===== config.mk =====
export PLATFORM = sky130hd
export DESIGN_NAME = sece_queue
export DESIGN_NICKNAME = d
export VERILOG_FILES = /design/src/hdl/sece_pkg.sv /design/src/hdl/sece_queue.sv
export SDC_FILE = /design/constraint.sdc
export NUM_CORES = 1
export LEC_CHECK = 0
export BUFFER_PORTS_ARGS = -buffer_cell sky130_fd_sc_hd__buf_2
export CAP_MARGIN = 40
export CORE_ASPECT_RATIO = 0.7
export CORE_UTILIZATION = 51
export DETAILED_ROUTE_END_ITERATION = 10
export HOLD_SLACK_MARGIN = 0.12
export PLACE_DENSITY = 0.78
export SETUP_SLACK_MARGIN = 0.3
export SYNTH_ARGS = -nofsm -noshare
export SYNTH_HDL_FRONTEND = slang
export SYNTH_SLANG_ARGS = --single-unit

===== constraint.sdc =====
create_clock -name clk_i -period 2.9 [get_ports clk_i]
set_input_delay 0.58 -clock clk_i [delete_from_list [all_inputs] [get_ports clk_i]]
set_output_delay 0.58 -clock clk_i [all_outputs]
set_load 0.05 [all_outputs]

===== src/hdl/sece_pkg.sv =====
// Shared types and constants for the SPI EEPROM command engine.
`default_nettype none

package sece_pkg;

  localparam int unsigned ADDR_BITS  = 16;
  localparam int unsigned PAGE_BYTES = 128;
  localparam int unsigned OFS_W      = 16;
  localparam int unsigned CFG_IDX_W  = 3;

  localparam logic [7:0] IDLE_BYTE = 8'hFF;

  // Bus item codes
  localparam logic [1:0] CMD_SEND  = 2'd0;
  localparam logic [1:0] CMD_CLOCK = 2'd1;
  localparam logic [1:0] CMD_DESEL = 2'd2;

  // Configuration register indexes
  localparam logic [CFG_IDX_W-1:0] CFG_WRITE_OPC  = 3'd0;
  localparam logic [CFG_IDX_W-1:0] CFG_READ_OPC   = 3'd1;
  localparam logic [CFG_IDX_W-1:0] CFG_STATUS_OPC = 3'd2;
  localparam logic [CFG_IDX_W-1:0] CFG_ENABLE_OPC = 3'd3;
  localparam logic [CFG_IDX_W-1:0] CFG_UNLOCK     = 3'd4;

  localparam logic [7:0] RST_WRITE_OPC  = 8'h02;
  localparam logic [7:0] RST_READ_OPC   = 8'h03;
  localparam logic [7:0] RST_STATUS_OPC = 8'h05;
  localparam logic [7:0] RST_ENABLE_OPC = 8'h06;
  localparam logic [7:0] RST_UNLOCK     = 8'h02;

  typedef enum logic [4:0] {
    PH_IDLE = 5'b00001,
    PH_AHI  = 5'b00010,
    PH_ALO  = 5'b00100,
    PH_MEM  = 5'b01000,
    PH_STAT = 5'b10000
  } phase_e;

  typedef enum logic [1:0] {
    OP_LIT = 2'd0,
    OP_WR  = 2'd1,
    OP_RD  = 2'd2
  } op_kind_e;

  // One classified item handed from front to back
  typedef struct packed {
    op_kind_e             kind;
    logic [ADDR_BITS-1:0] addr;
    logic [7:0]           data;
  } op_t;

endpackage

`default_nettype wire


===== src/hdl/sece_queue.sv =====
// Two-entry queue of classified operations between front and back.
`default_nettype none

module sece_queue (
  input  wire logic          clk_i,
  input  wire logic          rst_ni,
  input  wire logic          push_i,
  input  wire sece_pkg::op_t op_i,
  output logic               full_o,
  input  wire logic          pop_i,
  output logic               valid_o,
  output sece_pkg::op_t      op_o
);

  sece_pkg::op_t slot_q [2];
  logic          wr_ptr_q, rd_ptr_q;
  logic [1:0]    count_q;

  assign full_o  = count_q == 2'd2;
  assign valid_o = count_q != 2'd0;
  assign op_o    = slot_q[rd_ptr_q];

  always_ff @(posedge clk_i) begin
    if (push_i) begin
      slot_q[wr_ptr_q] <= op_i;
    end
  end

  always_ff @(posedge clk_i or negedge rst_ni) begin
    if (!rst_ni) begin
      wr_ptr_q <= 1'b0;
      rd_ptr_q <= 1'b0;
      count_q  <= 2'd0;
    end else begin
      if (push_i) wr_ptr_q <= ~wr_ptr_q;
      if (pop_i)  rd_ptr_q <= ~rd_ptr_q;
      count_q <= count_q + 2'(push_i) - 2'(pop_i);
    end
  end

endmodule

`default_nettype wire


==> impl_metrics.json <==
{
  "hold_violations": 0,
  "grt_use_total_pct": 15.53,
  "setup_tns_ns": 0,
  "ctsResizeCount": 0,
  "synthSimpleGateAreaFrac_pct": 1.150,
  "area_delta_synth_final_pct": 20.64,
  "clk_pin_slew_ns": 0.09,
  "period_share_pct": 71.44,
  "final_common_cell": "buf_2",
  "finalPower_mw": 2.936,
  "grt_antenna_before_repair": 0,
  "p_leak_nw": 1.082,
  "crit_required_ns": 2.32,
  "synth_top_family_by_area": "multiplexers",
  "synth_fp_nets": 128,
  "min_period_ns": 2.072,
  "placedCellCount": 206,
  "cts_tree": "yes",
  "startpoint_type": "register",
  "final_nets": 194,
  "ant_nets": 0,
  "netSwitchingPower_mw": 1.168,
  "htreeDepth": 2,
  "synthMuxAreaShare_pct": 16.73,
  "p_per_area_nw_per_um2": 1118,
  "rows": 19,
  "maxSlewHeadroom_pct": 76.87,
  "cp_max_fo": 14,
  "fin_skew_ns": 0.003218,
  "rsz0062_at_grt": "no",
  "syn_inst": 96,
  "synth_top_area_cell": "edfxtp_1",
  "combPwrFrac_pct": 45.2,
  "min_path_type": "in2reg",
  "swShare_pct": 39.77,
  "yosys_warnings": 0,
  "routed_wl_um": 3159,
  "die_h_um": 56.65,
  "clock_path_buffers": 2,
  "ios": 58,
  "seqPwrFrac_pct": 38.5,
  "synth_compound_area_share_pct": 0,
  "synth-adder-area-share_pct": 1.150,
  "yosysTopAreaCellShare_pct": 71.77,
  "drive_above_1_share_pct": 58.90,
  "grt_pass1_vias": 1062,
  "cts.sinks": 56,
  "synth_area_leaders": "edfxtp_1 (72%), mux2_4 (13%), dfrtp_1 (4.6%), mux2_2 (3.6%), buf_12 (1.8%)",
  "synth.ff_latch_count": 56,
  "drc": 0,
  "placeableCoreArea_um2": 3994,
  "start_util_pct": 54.48,
  "die_area_um2": 4536,
  "grt_pass1_wl_um": 4947,
  "first_iter_violations": 34,
  "cts_buffers": 5,
  "finalSetupViolations": 0,
  "worstMarginPinSlew_ns": 0.3470,
  "antennaDiodeCount": 0,
  "cp-end-kind": "output port",
  "synth.cell_area_um2": 2176,
  "post_cts_buffers": 0,
  "ctsHoldBuffers": 1,
  "status": "finished clean",
  "ys_types": 13,
  "ys_seq_area_share_pct": 76.37,
  "critPathKind": "reg2out",
  "cts_root_buf": "clkbuf_8",
  "p_int_mw": 1.768,
  "overflow": 0,
  "report.final.slew_viol_count": 0,
  "place.gp.congestion": 0.6465,
  "max_clock_freq_mhz": 482.7,
  "io_buffers": 57,
  "grt_max_degree": 27,
  "fillers": 283,
  "ir_drop_v": 0.0007674,
  "via_per_inst": 4.888,
  "via_count": 1051,
  "p_clk_share_pct": 16.3,
  "avgSynthCellArea_um2": 22.66,
  "die_w_um": 80.07,
  "final_cell_mix": "buf_2 (57), edfxtp_1 (52), mux2_4 (19)",
  "hold_ws_ns": 0.4655,
  "critPathArrivalTime_ns": 1.49,
  "synth-xor-area-share_pct": 1.898,
  "drt-wirelength-per-cell_um": 14.69,
  "fin_cells": 215,
  "drv_cap": 0,
  "dr.pass1.iters": 4,
  "clk_latency_ns": 0.29
}
cells by family (layout without fill, tap and decap cells):
| kind of cell | Yosys count | after routing |
|---|---|---|
| mux | 26 | 26 |
| fa+ha+maj | 2 | 2 |
| xor+xnor | 3 | 3 |
| flops | 56 | 56 |
| buf+inv | 5 | 72 |
| simple gates | 4 | 4 |
power groups by stage:
| stage | combinational [mW] | sequential [mW] | clock [mW] |
|---|---|---|---|
| CTS | 1.35 | 1.13 | 0.495 |
| floorplan | 1.16 | 1.14 | 0 |
| global placement | 1.32 | 1.14 | 0 |
| finish | 1.33 | 1.13 | 0.478 |
| detailed placement | 1.34 | 1.15 | 0 |
| global route | 1.39 | 1.14 | 0.527 |
stage by stage:
| stage | instance area, um2 | setup slack [ns] | utilization (%) |
|---|---|---|---|
| floorplan | 2176 | 0.7167 | - |
| global placement | 2507 | 1.182 | 62.78 |
| detailed placement | 2507 | 1.155 | 62.78 |
| CTS | 2625 | 0.8059 | 65.73 |
| global route | 2625 | 0.7451 | 65.73 |
| finish | 2625 | 0.8283 | 65.73 |
cell usage after synthesis (all sizes together):
library cell,count
ha,2
mux2,26
or2,1
buf,3
xor3,1
edfxtp,52
and2,1
inv,2
nor2b,2
xor2,2
dfrtp,4
metal layers:
layer	share of wire, %	routed length (um)	GRT usage [%]	vias to the layer above
met5	0	0	0	-
met2	51	1620	25.64	39
met4	1.1	35	6.888	0
met3	7.3	231	5.041	5
li1	-	-	-	497
met1	40	1272	18.69	510
worst max-delay path, stage by stage, from the launching register on:
cell,delay [ns]
dfrtp_1,0.35
buf_4,0.25
mux2_2,0.37
buf_2,0.21
cell type report:
class                           instances  area, um2  area share, %
Sequential cell                        56       1662          63.30
Multi-Input combinational cell         35      457.9          17.45
Timing Repair Buffer                   62      325.3          12.39
Clock buffer                            6      72.57          2.765
Tap cell                               52      65.06          2.479
Clock inverter                          2      35.03          1.335
Inverter                                2      7.507         0.2860
worst paths after layout:
check | slack (ns) | cells after the start | start | endpoint
max in group asynchronous | 2.17 | 2 | rst_ni | count_q[0]
worst max register to register | 1.69 | 2 | wr_ptr_q | slot_q[0][3]
worst min register to register | 0.53 | 1 | wr_ptr_q | wr_ptr_q
worst max-delay path | 0.83 | 3 | rd_ptr_q | op_o[3]
worst min-delay path | 0.47 | 1 | op_i[4] | slot_q[0][4]
min in group asynchronous | 0.61 | 2 | rst_ni | rd_ptr_q
sequential cells by signal, summed over array words and instances (netlist names):
name / flops
count_q: 2
rd_ptr_q: 1
wr_ptr_q: 1
slot_q: 52
No activity file was read; power rests on OpenSTA's default activity.
