## src/hdl/sece_pkg.sv

```systemverilog
// Shared types and constants for the SPI EEPROM command engine.
`default_nettype none

package sece_pkg;

  localparam int unsigned ADDR_BITS  = 16;
  localparam int unsigned PAGE_BYTES = 128;
  localparam int unsigned OFS_W      = 16;
  localparam int unsigned CFG_IDX_W  = 3;

  localparam logic [7:0] IDLE_BYTE = 8'hFF;

  // Bus item codes
  localparam logic [1:0] CMD_SEND  = 2'd0;
  localparam logic [1:0] CMD_CLOCK = 2'd1;
  localparam logic [1:0] CMD_DESEL = 2'd2;

  // Configuration register indexes
  localparam logic [CFG_IDX_W-1:0] CFG_WRITE_OPC  = 3'd0;
  localparam logic [CFG_IDX_W-1:0] CFG_READ_OPC   = 3'd1;
  localparam logic [CFG_IDX_W-1:0] CFG_STATUS_OPC = 3'd2;
  localparam logic [CFG_IDX_W-1:0] CFG_ENABLE_OPC = 3'd3;
  localparam logic [CFG_IDX_W-1:0] CFG_UNLOCK     = 3'd4;

  localparam logic [7:0] RST_WRITE_OPC  = 8'h02;
  localparam logic [7:0] RST_READ_OPC   = 8'h03;
  localparam logic [7:0] RST_STATUS_OPC = 8'h05;
  localparam logic [7:0] RST_ENABLE_OPC = 8'h06;
  localparam logic [7:0] RST_UNLOCK     = 8'h02;

  typedef enum logic [4:0] {
    PH_IDLE = 5'b00001,
    PH_AHI  = 5'b00010,
    PH_ALO  = 5'b00100,
    PH_MEM  = 5'b01000,
    PH_STAT = 5'b10000
  } phase_e;

  typedef enum logic [1:0] {
    OP_LIT = 2'd0,
    OP_WR  = 2'd1,
    OP_RD  = 2'd2
  } op_kind_e;

  // One classified item handed from front to back
  typedef struct packed {
    op_kind_e             kind;
    logic [ADDR_BITS-1:0] addr;
    logic [7:0]           data;
  } op_t;

endpackage

`default_nettype wire

```

## src/hdl/sece_front.sv

```systemverilog
// Front end: command decode, address/offset tracking, configuration registers.
`default_nettype none

module sece_front (
  input  wire logic                          clk_i,
  input  wire logic                          rst_ni,
  input  wire logic                          cfg_valid_i,
  input  wire logic [sece_pkg::CFG_IDX_W-1:0] cfg_index_i,
  input  wire logic [7:0]                    cfg_data_i,
  input  wire logic                          fire_i,
  input  wire logic [1:0]                    cmd_i,
  input  wire logic [7:0]                    data_in_i,
  output sece_pkg::op_t                      op_o
);

  logic [7:0] wr_opc_q, rd_opc_q, st_opc_q, en_opc_q, unlock_q;

  sece_pkg::phase_e              phase_q, phase_d;
  logic                          reading_q, reading_d;
  logic [7:0]                    status_q, status_d;
  logic [7:0]                    addr_hi_q, addr_hi_d;
  logic [7:0]                    addr_lo_q, addr_lo_d;
  logic [sece_pkg::OFS_W-1:0]    offset_q, offset_d;
  logic [sece_pkg::ADDR_BITS-1:0] cur_addr;
  logic [sece_pkg::OFS_W:0]      ofs_inc;

  always_ff @(posedge clk_i or negedge rst_ni) begin
    if (!rst_ni) begin
      wr_opc_q <= sece_pkg::RST_WRITE_OPC;
      rd_opc_q <= sece_pkg::RST_READ_OPC;
      st_opc_q <= sece_pkg::RST_STATUS_OPC;
      en_opc_q <= sece_pkg::RST_ENABLE_OPC;
      unlock_q <= sece_pkg::RST_UNLOCK;
    end else if (cfg_valid_i) begin
      unique case (cfg_index_i)
        sece_pkg::CFG_WRITE_OPC:  wr_opc_q <= cfg_data_i;
        sece_pkg::CFG_READ_OPC:   rd_opc_q <= cfg_data_i;
        sece_pkg::CFG_STATUS_OPC: st_opc_q <= cfg_data_i;
        sece_pkg::CFG_ENABLE_OPC: en_opc_q <= cfg_data_i;
        sece_pkg::CFG_UNLOCK:     unlock_q <= cfg_data_i;
        default: ;
      endcase
    end
  end

  // base + offset, wrapped to the array size
  assign cur_addr = sece_pkg::ADDR_BITS'(({8'h00, addr_hi_q, addr_lo_q}) +
                                         {8'h00, offset_q});
  assign ofs_inc  = {1'b0, offset_q} + 17'd1;

  always_comb begin
    phase_d   = phase_q;
    reading_d = reading_q;
    status_d  = status_q;
    addr_hi_d = addr_hi_q;
    addr_lo_d = addr_lo_q;
    offset_d  = offset_q;
    op_o.kind = sece_pkg::OP_LIT;
    op_o.addr = cur_addr;
    op_o.data = sece_pkg::IDLE_BYTE;
    unique case (cmd_i)
      sece_pkg::CMD_SEND: begin
        unique case (phase_q)
          sece_pkg::PH_IDLE: begin
            priority if (data_in_i == wr_opc_q) begin
              reading_d = 1'b0;
              phase_d   = sece_pkg::PH_AHI;
            end else if (data_in_i == rd_opc_q) begin
              reading_d = 1'b1;
              phase_d   = sece_pkg::PH_AHI;
            end else if (data_in_i == st_opc_q) begin
              phase_d = sece_pkg::PH_STAT;
            end else if (data_in_i == en_opc_q) begin
              status_d = status_q | unlock_q;
            end else begin
            end
          end
          sece_pkg::PH_AHI: begin
            addr_hi_d = data_in_i;
            phase_d   = sece_pkg::PH_ALO;
          end
          sece_pkg::PH_ALO: begin
            addr_lo_d = data_in_i;
            phase_d   = sece_pkg::PH_MEM;
          end
          sece_pkg::PH_MEM: begin
            if (!reading_q) begin
              op_o.kind = sece_pkg::OP_WR;
              op_o.data = data_in_i;
              // page wrap relative to the start address
              offset_d  = sece_pkg::OFS_W'(ofs_inc % sece_pkg::PAGE_BYTES);
            end
          end
          default: ;
        endcase
      end
      sece_pkg::CMD_CLOCK: begin
        unique case (phase_q)
          sece_pkg::PH_MEM: begin
            if (reading_q) begin
              op_o.kind = sece_pkg::OP_RD;
              offset_d  = ofs_inc[sece_pkg::OFS_W-1:0];
            end
          end
          sece_pkg::PH_STAT: begin
            op_o.data = status_q;
            phase_d   = sece_pkg::PH_IDLE;
          end
          default: ;
        endcase
      end
      sece_pkg::CMD_DESEL: begin
        phase_d  = sece_pkg::PH_IDLE;
        offset_d = '0;
      end
      default: ;
    endcase
  end

  always_ff @(posedge clk_i or negedge rst_ni) begin
    if (!rst_ni) begin
      phase_q   <= sece_pkg::PH_IDLE;
      reading_q <= 1'b0;
      status_q  <= 8'h00;
      addr_hi_q <= 8'h00;
      addr_lo_q <= 8'h00;
      offset_q  <= '0;
    end else if (fire_i) begin
      phase_q   <= phase_d;
      reading_q <= reading_d;
      status_q  <= status_d;
      addr_hi_q <= addr_hi_d;
      addr_lo_q <= addr_lo_d;
      offset_q  <= offset_d;
    end
  end

endmodule

`default_nettype wire

```

## config.mk

```make
export PLATFORM = sky130hd
export DESIGN_NAME = sece_front
export DESIGN_NICKNAME = d
export VERILOG_FILES = /design/src/hdl/sece_pkg.sv /design/src/hdl/sece_front.sv
export SDC_FILE = /design/constraint.sdc
export NUM_CORES = 1
export LEC_CHECK = 0
export ABC_AREA = 1
export BUFFER_PORTS_ARGS = -buffer_cell sky130_fd_sc_hd__buf_2
export CAP_MARGIN = 25
export CORE_ASPECT_RATIO = 0.7
export CORE_UTILIZATION = 54
export CTS_BUF_LIST = sky130_fd_sc_hd__clkbuf_4 sky130_fd_sc_hd__clkbuf_8 sky130_fd_sc_hd__clkbuf_16
export DETAILED_ROUTE_END_ITERATION = 10
export HOLD_SLACK_MARGIN = 0.05
export PLACE_DENSITY = 0.79
export SLEW_MARGIN = 20
export SYNTH_ARGS = -nofsm -noshare
export SYNTH_HDL_FRONTEND = slang
export SYNTH_SLANG_ARGS = --single-unit
```

## constraint.sdc

```tcl
create_clock -name clk_i -period 3.83 [get_ports clk_i]
set_input_delay 0.766 -clock clk_i [delete_from_list [all_inputs] [get_ports clk_i]]
set_output_delay 0.766 -clock clk_i [all_outputs]
set_load 0.005 [all_outputs]
```

==> results.cfg <==
[placement]
dp_cells = 884
gp_congestion = 0.9044
placement.io_buffers = 50
dp.final_hpwl_um = 9931

[detailed_routing]
wirelength_um = 13250
ant_nets = 0
drc = 0
via_per_inst = 5.558
drtIter0Drc = 584
vias = 5002
avgRoutedWirePerCell_um = 14.73
firstDrtPassIters = 5

[synth]
synth.cell_area_sq_mm = 0.005254
yosys.area_share.simple_pct = 28.63
ys.flop_type = dfrtp_1
yosysWarnings = 0
synth_top_family_by_area = simple AND/OR/NAND/NOR gates
ys_types = 44
yosysSeqAreaShare_pct = 41.18
synth_edf_count = 0
ys_ff_latch = 86
syn-num-nets = 766
synthTopCellsByArea = dfrtp_1 37%, nand2_1 15%, inv_1 6.1%, a21oi_1 5.2%, o21ai_0 4.9%
synth_adder_area_share_pct = 4.906
synth_xor_area_share_pct = 3.334
yosys.area.top_type = dfrtp_1
synth_top_area_share_pct = 36.68
muxShareOfSynthArea_pct = 0
avgSynthCellArea_sq_um = 7.287
synthesis.instances = 721
synthArstFlopShare_pct = 100.0
synth_compound_area_share_pct = 13.77

[sta]
drv_slew = 0
rsz0062_at_grt = no
worstMarginPinSlew_ps = 912.7
post-route-min-period_ps = 3187
period_share_pct = 83.20
finalHoldViolCount = 0
fmax_mhz = 313.8
fin_setup_tns_ps = 0
finalSetupViolations = 0
finalClockSkew_ps = 6.507
slew_headroom_pct = 39.16

[run]
drv_cap = 0

[clock_network]
cts_htree_levels = 3
post_cts_buffers = 0
clock_latency_ps = 350
cts_buffers = 9
cts_hold_buf = 0
cts_resized = 0
cts.clk_slew.worst_paths_ps = 60
cts_root_buf = clkbuf_16
cts_tree = done
cts_buffer_depth = 2
clock_sinks = 86

[setup_path]
worst_setup_path_end_kind = output pin
crit_required_ps = 3060
critPathMaxFanout = 16
startpoint_type = input pin
worstSetupPathType = input pin to output pin
arrival_ps = 2420

[global_route]
antenna_found_initial = 0
grt-ovfl-total = 0
grt_max_degree = 74
grt_util_all_layers_pct = 28.58
grt_pass1_vias = 4398
grt_pass1_wl_um = 22290

[finish]
final_cells = 900
diodes = 0
fillers = 841
fin_nets = 816
drive_gt1_share_pct = 14.43
layout_common_cells = 216 x nand2_1, 85 x inv_1, 77 x dfrtp_1
final_common_cell = nand2_1
area_growth_pct = 11.88

[power]
p_leak_uw = 0.003145
ir_drop_uv = 213.8
powerDensity_mw_per_mm2 = 423.5

[floorplan]
initial_core_util_pct = 56.78
die_x_um = 119.9
die_area_sq_mm = 0.01013
die_height_um = 84.53
core-area_sq_mm = 0.009253
io_pins = 51
rows = 29

[min_path]
hp-class = flip-flop to flip-flop

[status]
status = complete, no violations
## power by group
part           internal, uW  switching, uW  total, uW
combinational           205            327        532
clock                   474            334        808
sequential             1040            107       1150
total                  1720            768       2490
## metrics by stage
step	area (sq um)	hold slack [ps]	util [%]	setup slack [ps]	power, uW
6_report	5878	460.0	63.53	643.4	2489
5_1_grt	5878	477.6	63.53	579.1	2636
2_1_floorplan	5254	421.6	-	1444	1501
3_3_place_gp	5603	439.0	60.55	802.4	1657
4_1_cts	5878	460.5	63.53	693.8	2496
3_5_place_dp	5603	446.7	60.55	703.6	1685
## cells by family (layout without fill, tap and decap cells)
| kind of cell | count (synthesis) | in the layout |
|---|---|---|
| adder cells (fa/ha/maj) | 20 | 20 |
| AO/OA/AOI/OAI | 129 | 129 |
| AND/OR/NAND/NOR | 357 | 357 |
| flip-flops | 86 | 86 |
| XOR/XNOR | 20 | 20 |
| buffers and inverters | 109 | 164 |
## area by class of cell
cell class / count / area [sq um] / share of cell area [%]
multi-input cells: 526 / 2660 / 45.25
flip-flops and latches: 86 / 2163 / 36.80
inverters: 97 / 364.1 / 6.194
clock buffers: 14 / 262.8 / 4.470
repair buffers: 51 / 260.3 / 4.427
well taps: 124 / 155.1 / 2.639
clock inverters: 2 / 12.51 / 0.2129
## state kept, by name, summed over array words and instances, names as in the netlist, 5 cells and up
| name | flops |
|---|---|
| offset_q | 16 |
| addr_hi_q | 8 |
| addr_lo_q | 8 |
| en_opc_q | 8 |
| rd_opc_q | 8 |
| st_opc_q | 8 |
| status_q | 8 |
| unlock_q | 8 |
| wr_opc_q | 8 |
| phase_q | 5 |
## worst max-delay path, cell delays in order
cell and delay (ps):
buf_2 110, inv_1 70, ha_1 600, nor2_1 320
a21oi_1 210, o2111ai_1 160, buf_2 170
## final timing paths
| kind | from | to | slack, ps | cells past startpoint |
|---|---|---|---|---|
| min in group asynchronous | rst_ni | wr_opc_q[5] | 550 | 1 |
| worst max register to register | phase_q[1] | offset_q[9] | 1890 | 7 |
| worst min register to register | status_q[6] | status_q[6] | 460 | 2 |
| worst max-delay path | cmd_i[1] | op_o[7] | 640 | 7 |
| worst min-delay path | status_q[6] | status_q[6] | 460 | 2 |
| max in group asynchronous | rst_ni | offset_q[11] | 2540 | 2 |
## Yosys cell counts (2+ instances only)
| master | n |
|---|---|
| nand2_1 | 216 |
| nand2_2 | 5 |
| nor2_1 | 67 |
| or2_2 | 2 |
| a21o_1 | 3 |
| dfstp_2 | 9 |
| xnor2_1 | 6 |
| o21ai_0 | 51 |
| o22ai_1 | 2 |
| nand3_1 | 36 |
| inv_1 | 85 |
| dfrtp_1 | 77 |
| a21oi_1 | 55 |
| o2111ai_1 | 8 |
| xor2_1 | 14 |
| o21ai_1 | 2 |
| clkbuf_1 | 6 |
| buf_2 | 2 |
| nor2_2 | 9 |
| inv_2 | 11 |
| nand4_1 | 8 |
| ha_1 | 19 |
| nor3_1 | 5 |
| buf_4 | 3 |
## metal layers
layer / global-route usage (%) / up-vias / part of all wire, %
met4: 7.955 / 0 / 1.6
met2: 40.94 / 212 / 42
met5: 0 / - / 0
met1: 42.85 / 2360 / 48
met3: 6.861 / 19 / 8.7
li1: - / 2411 / -
Note: power is estimated with default switching activity, not from simulation.
